===== src/hdl/olr_ram.sv =====
`default_nettype none
module olr_ram #(
   parameter int WIDTH = 8,
   parameter int DEPTH = 64
) (
   input  wire                      clock,
   input  wire                      wr_en,
   input  wire [$clog2(DEPTH)-1:0]  wr_addr,
   input  wire [WIDTH-1:0]          wr_data,
   input  wire                      rd_en,
   input  wire [$clog2(DEPTH)-1:0]  rd_addr,
   output logic [WIDTH-1:0]         rd_data
);

   logic [WIDTH-1:0] mem_ff [DEPTH];

   always_ff @(posedge clock) begin
      if (wr_en) begin
         mem_ff[wr_addr] <= wr_data;
      end
      if (rd_en) begin
         rd_data <= mem_ff[rd_addr];
      end
   end

endmodule
`default_nettype wire


===== config.mk =====
export PLATFORM = sky130hd
export DESIGN_NAME = olr_ram
export DESIGN_NICKNAME = d
export VERILOG_FILES = /design/src/hdl/olr_ram.sv
export SDC_FILE = /design/constraint.sdc
export NUM_CORES = 1
export LEC_CHECK = 0
export BUFFER_PORTS_ARGS = -buffer_cell sky130_fd_sc_hd__buf_2
export CAP_MARGIN = 20
export CORE_MARGIN = 3
export CORE_UTILIZATION = 48
export CTS_CLUSTER_SIZE = 28
export DETAILED_ROUTE_END_ITERATION = 16
export MAX_ROUTING_LAYER = met4
export PLACE_DENSITY_LB_ADDON = 0.12
export SLEW_MARGIN = 0
export SYNTH_ARGS = -nofsm -noshare
export SYNTH_HDL_FRONTEND = slang
export SYNTH_SLANG_ARGS = --single-unit

===== constraint.sdc =====
create_clock -name clock -period 2.15 [get_ports clock]
set_clock_uncertainty 0.05 [all_clocks]
set_input_delay 0 -clock clock [delete_from_list [all_inputs] [get_ports clock]]
set_output_delay 0 -clock clock [all_outputs]
set_load 0.005 [all_outputs]

==> impl_metrics.py <==
metrics = {
    "timing": {
        "hold_viol_final": 0,
        "finalCritPeriodShare": 0.9790,
        "finalMaxSlewViolations": 0,
        "rsz0062_at_grt": "false",
        "relSlewSlack": 0.4296,
        "setup_viol": 0,
        "fin_crit_ps": 2105,
        "fin_ws_ps": 45.09,
        "whs_ps": 31.16,
        "tns_ps": 0,
        "clock.fmax_mhz": 475.1,
        "tightest_slew_ps": 855.6,
    },
    "hold_path": {
        "min_path_cells": 1,
        "hold_start": "wr_data[0]",
        "hp-class": "in2reg",
    },
    "grt": {
        "grtUsageMet1": 0.3190,
        "overflow": 0,
        "grt_pass1_wl_um": 69640,
        "grtUsageMet2": 0.3468,
        "grt_busiest_layer": "met2",
        "first_global_vias": 10240,
        "grt_max_degree": 41,
        "grt.met3_usage": 0.03483,
        "grtUsageTotal": 0.2234,
        "grt_antenna_before_repair": 2,
    },
    "worst_setup_path": {
        "crit_path_start_kind": "flip-flop",
        "cp_max_fo": 1,
        "cp-startpoint": "mem_ff[21][4]$_DFFE_PP_",
        "r2r_slack_ps": 50,
        "cp-end-kind": "flip-flop",
        "worst-path-buf-inv": 0,
        "cp.arrival_ps": 2380,
        "crit_cells": 5,
        "cp_cell_sequence": "mux4_2, mux2_2, o221a_2, nor3_2, o32ai_1",
        "slowest_stage": "mux4_2",
        "critPathMaxStageDelay_ps": 460,
        "rr_startpoint": "mem_ff[21][4]$_DFFE_PP_",
        "crit_type": "reg2reg",
        "cp_top_family": "multiplexers",
        "worstRegToRegCells": 5,
        "worstPathRequired_ps": 2430,
    },
    "drt": {
        "vias": 10021,
        "drc": 0,
        "routedWlPerCell_um": 27.45,
        "drtPass1Iterations": 5,
        "vias_per_cell": 5.874,
        "drt_iter0_markers": 970,
        "ant_nets": 0,
        "drt-total-wl_um": 46830,
    },
    "power": {
        "ir_drop_uv": 681.3,
        "power.density_nw_per_um2": 892.8,
        "p_leak_nw": 7.851,
    },
    "place": {
        "port_buffers": 30,
        "placed_cell_area_um2": 22180,
        "placed_cells": 1604,
        "dp_hpwl_um": 30820,
        "dp_slack_ps": -208.1,
        "place.gp.congestion": 0.8430,
    },
    "clock_tree": {
        "h-tree-depth": 2,
        "cts_buffer_depth": 3,
        "worstSkewPairLatency_ps": 590,
        "cts_tree": "done",
        "cts_sinks": 520,
        "path_clk_slew_ps": 60,
        "cts_buffers": 53,
        "cts_setup_buffers": 0,
        "root_buffer": "clkbuf_16",
    },
    "synthesis": {
        "syn-cell-area_um2": 20250,
        "synthDistinctLibCells": 39,
        "synth-seq-cells": 520,
        "avgSynthCellArea_um2": 21.54,
        "synth_top_area_cell": "edfxtp_1",
        "ys_seq_area_frac": 0.7712,
        "yosys_warnings": 0,
        "synth_nets": 963,
        "synth.area.top_cells": "edfxtp_1 77%, mux4_2 14%, nor2_1 1.5%",
        "netlist.area_leader.share": 0.7712,
        "synthCells": 940,
    },
    "outcome": {
        "status": "finished clean",
    },
    "die": {
        "floorplan.initialDensity": 0.4903,
        "coreArea_um2": 41290,
        "num_rows": 74,
        "io_pins": 31,
        "die_y_um": 211.4,
        "dieArea_um2": 44680,
        "chipWidth_um": 211.4,
    },
    "finish": {
        "drive_gt1_frac": 0.3393,
        "layout.nets": 1163,
        "layout.cells.non_filler": 1706,
        "fin_area_um2": 24010,
        "syn_to_final_growth_pct": 18.57,
        "fillCellCount": 3060,
    },
    "job": {
        "max_cap_violations": 0,
    },
}
[state kept, by name, indices dropped and copies added (netlist names)]
| name | cells |
|---|---|
| mem_ff | 512 |
| rd_data | 8 |
[per-stage QoR]
step                      total power, mW    util
after CTS                           21.67  0.5811
after detailed placement            12.69  0.5372
after global routing                22.16  0.5814
after global placement              12.67  0.5372
after floorplan                     12.07       -
final                               21.43  0.5814
[final cells by class]
type	instances	area [um2]	share of cell area
sequential	520	15620	0.6504
multi-input combinational	369	4328	0.1803
timing repair buffer	196	1718	0.07156
clock buffer	62	1403	0.05843
tap	532	665.6	0.02773
clock inverter	26	275.3	0.01147
antenna	1	2.502	0.0001042
[cell families after synthesis]
group / Yosys count / share of synthesized area
and+or+nand+nor: 153 / 0.03374
buffers and inverters: 51 / 0.01563
muxes: 162 / 0.1588
DFF: 520 / 0.7712
AOI/OAI and AO/OA: 54 / 0.02064
[cell usage after synthesis (all sizes together)]
cell	number
a2111oi	2
a211oi	4
a21oi	3
a221oi	6
a22oi	3
a31oi	1
and2	1
buf	34
clkbuf	17
edfxtp	520
mux2	13
mux2i	23
mux4	126
nand2	19
nand2b	7
nand3	13
nand3b	3
nand4	2
nand4b	1
nor2	83
nor2b	14
nor3	7
nor4	2
o2111ai	3
o21a	2
o21ai	4
o221a	2
o221ai	8
o22ai	8
o2bb2ai	3
o311ai	1
o32ai	2
o41ai	2
or3	1
[cells in the final DEF, fill, tap and decap left out, types with 4 or more instances in the layout]
cell type / Yosys / routed
nand2_1: 19 / 19
nor3_1: 7 / 6
clkinv_2: 0 / 9
mux4_2: 126 / 126
nor2b_1: 14 / 14
bufinv_16: 0 / 6
mux2i_1: 23 / 23
buf_4: 13 / 133
nor2_1: 83 / 83
nand2b_1: 7 / 7
clkinv_1: 0 / 9
clkbuf_16: 0 / 55
edfxtp_1: 520 / 520
buf_2: 11 / 27
nand3_1: 13 / 13
dlygate4sd3_1: 0 / 13
buf_12: 2 / 22
o22ai_1: 8 / 8
clkbuf_1: 17 / 7
a211oi_1: 4 / 4
mux2_2: 13 / 13
a221oi_1: 6 / 5
o221ai_1: 8 / 8
[path summary, 6_finish.rpt]
path	end
worst max-delay path	rd_data[4]$_DFFE_PP_
worst min register to register	rd_data[4]$_DFFE_PP_
worst max register to register	rd_data[4]$_DFFE_PP_
worst min-delay path	mem_ff[0][0]$_DFFE_PP_
[report_power, final]
group          leakage [nW]  internal (mW)  switching, mW
Clock                 0.825           5.32           3.63
Combinational          2.34          0.530          0.671
Sequential             4.69           11.2         0.0326
[metal layers]
layer	wire, um	vias to the layer above	part of all wire
met3	2846	63	0.061
li1	-	4327	-
met2	22690	307	0.48
met4	834	0	0.018
met5	0	-	0
met1	20460	5324	0.44
[repair_timing]
action                     4_1_cts  5_1_grt
hold buffers                    13        0
setup endpoints to repair        2        1
gates resized for setup          2        1
hold endpoints to repair       198        0
(Power assumes the default switching activity.)
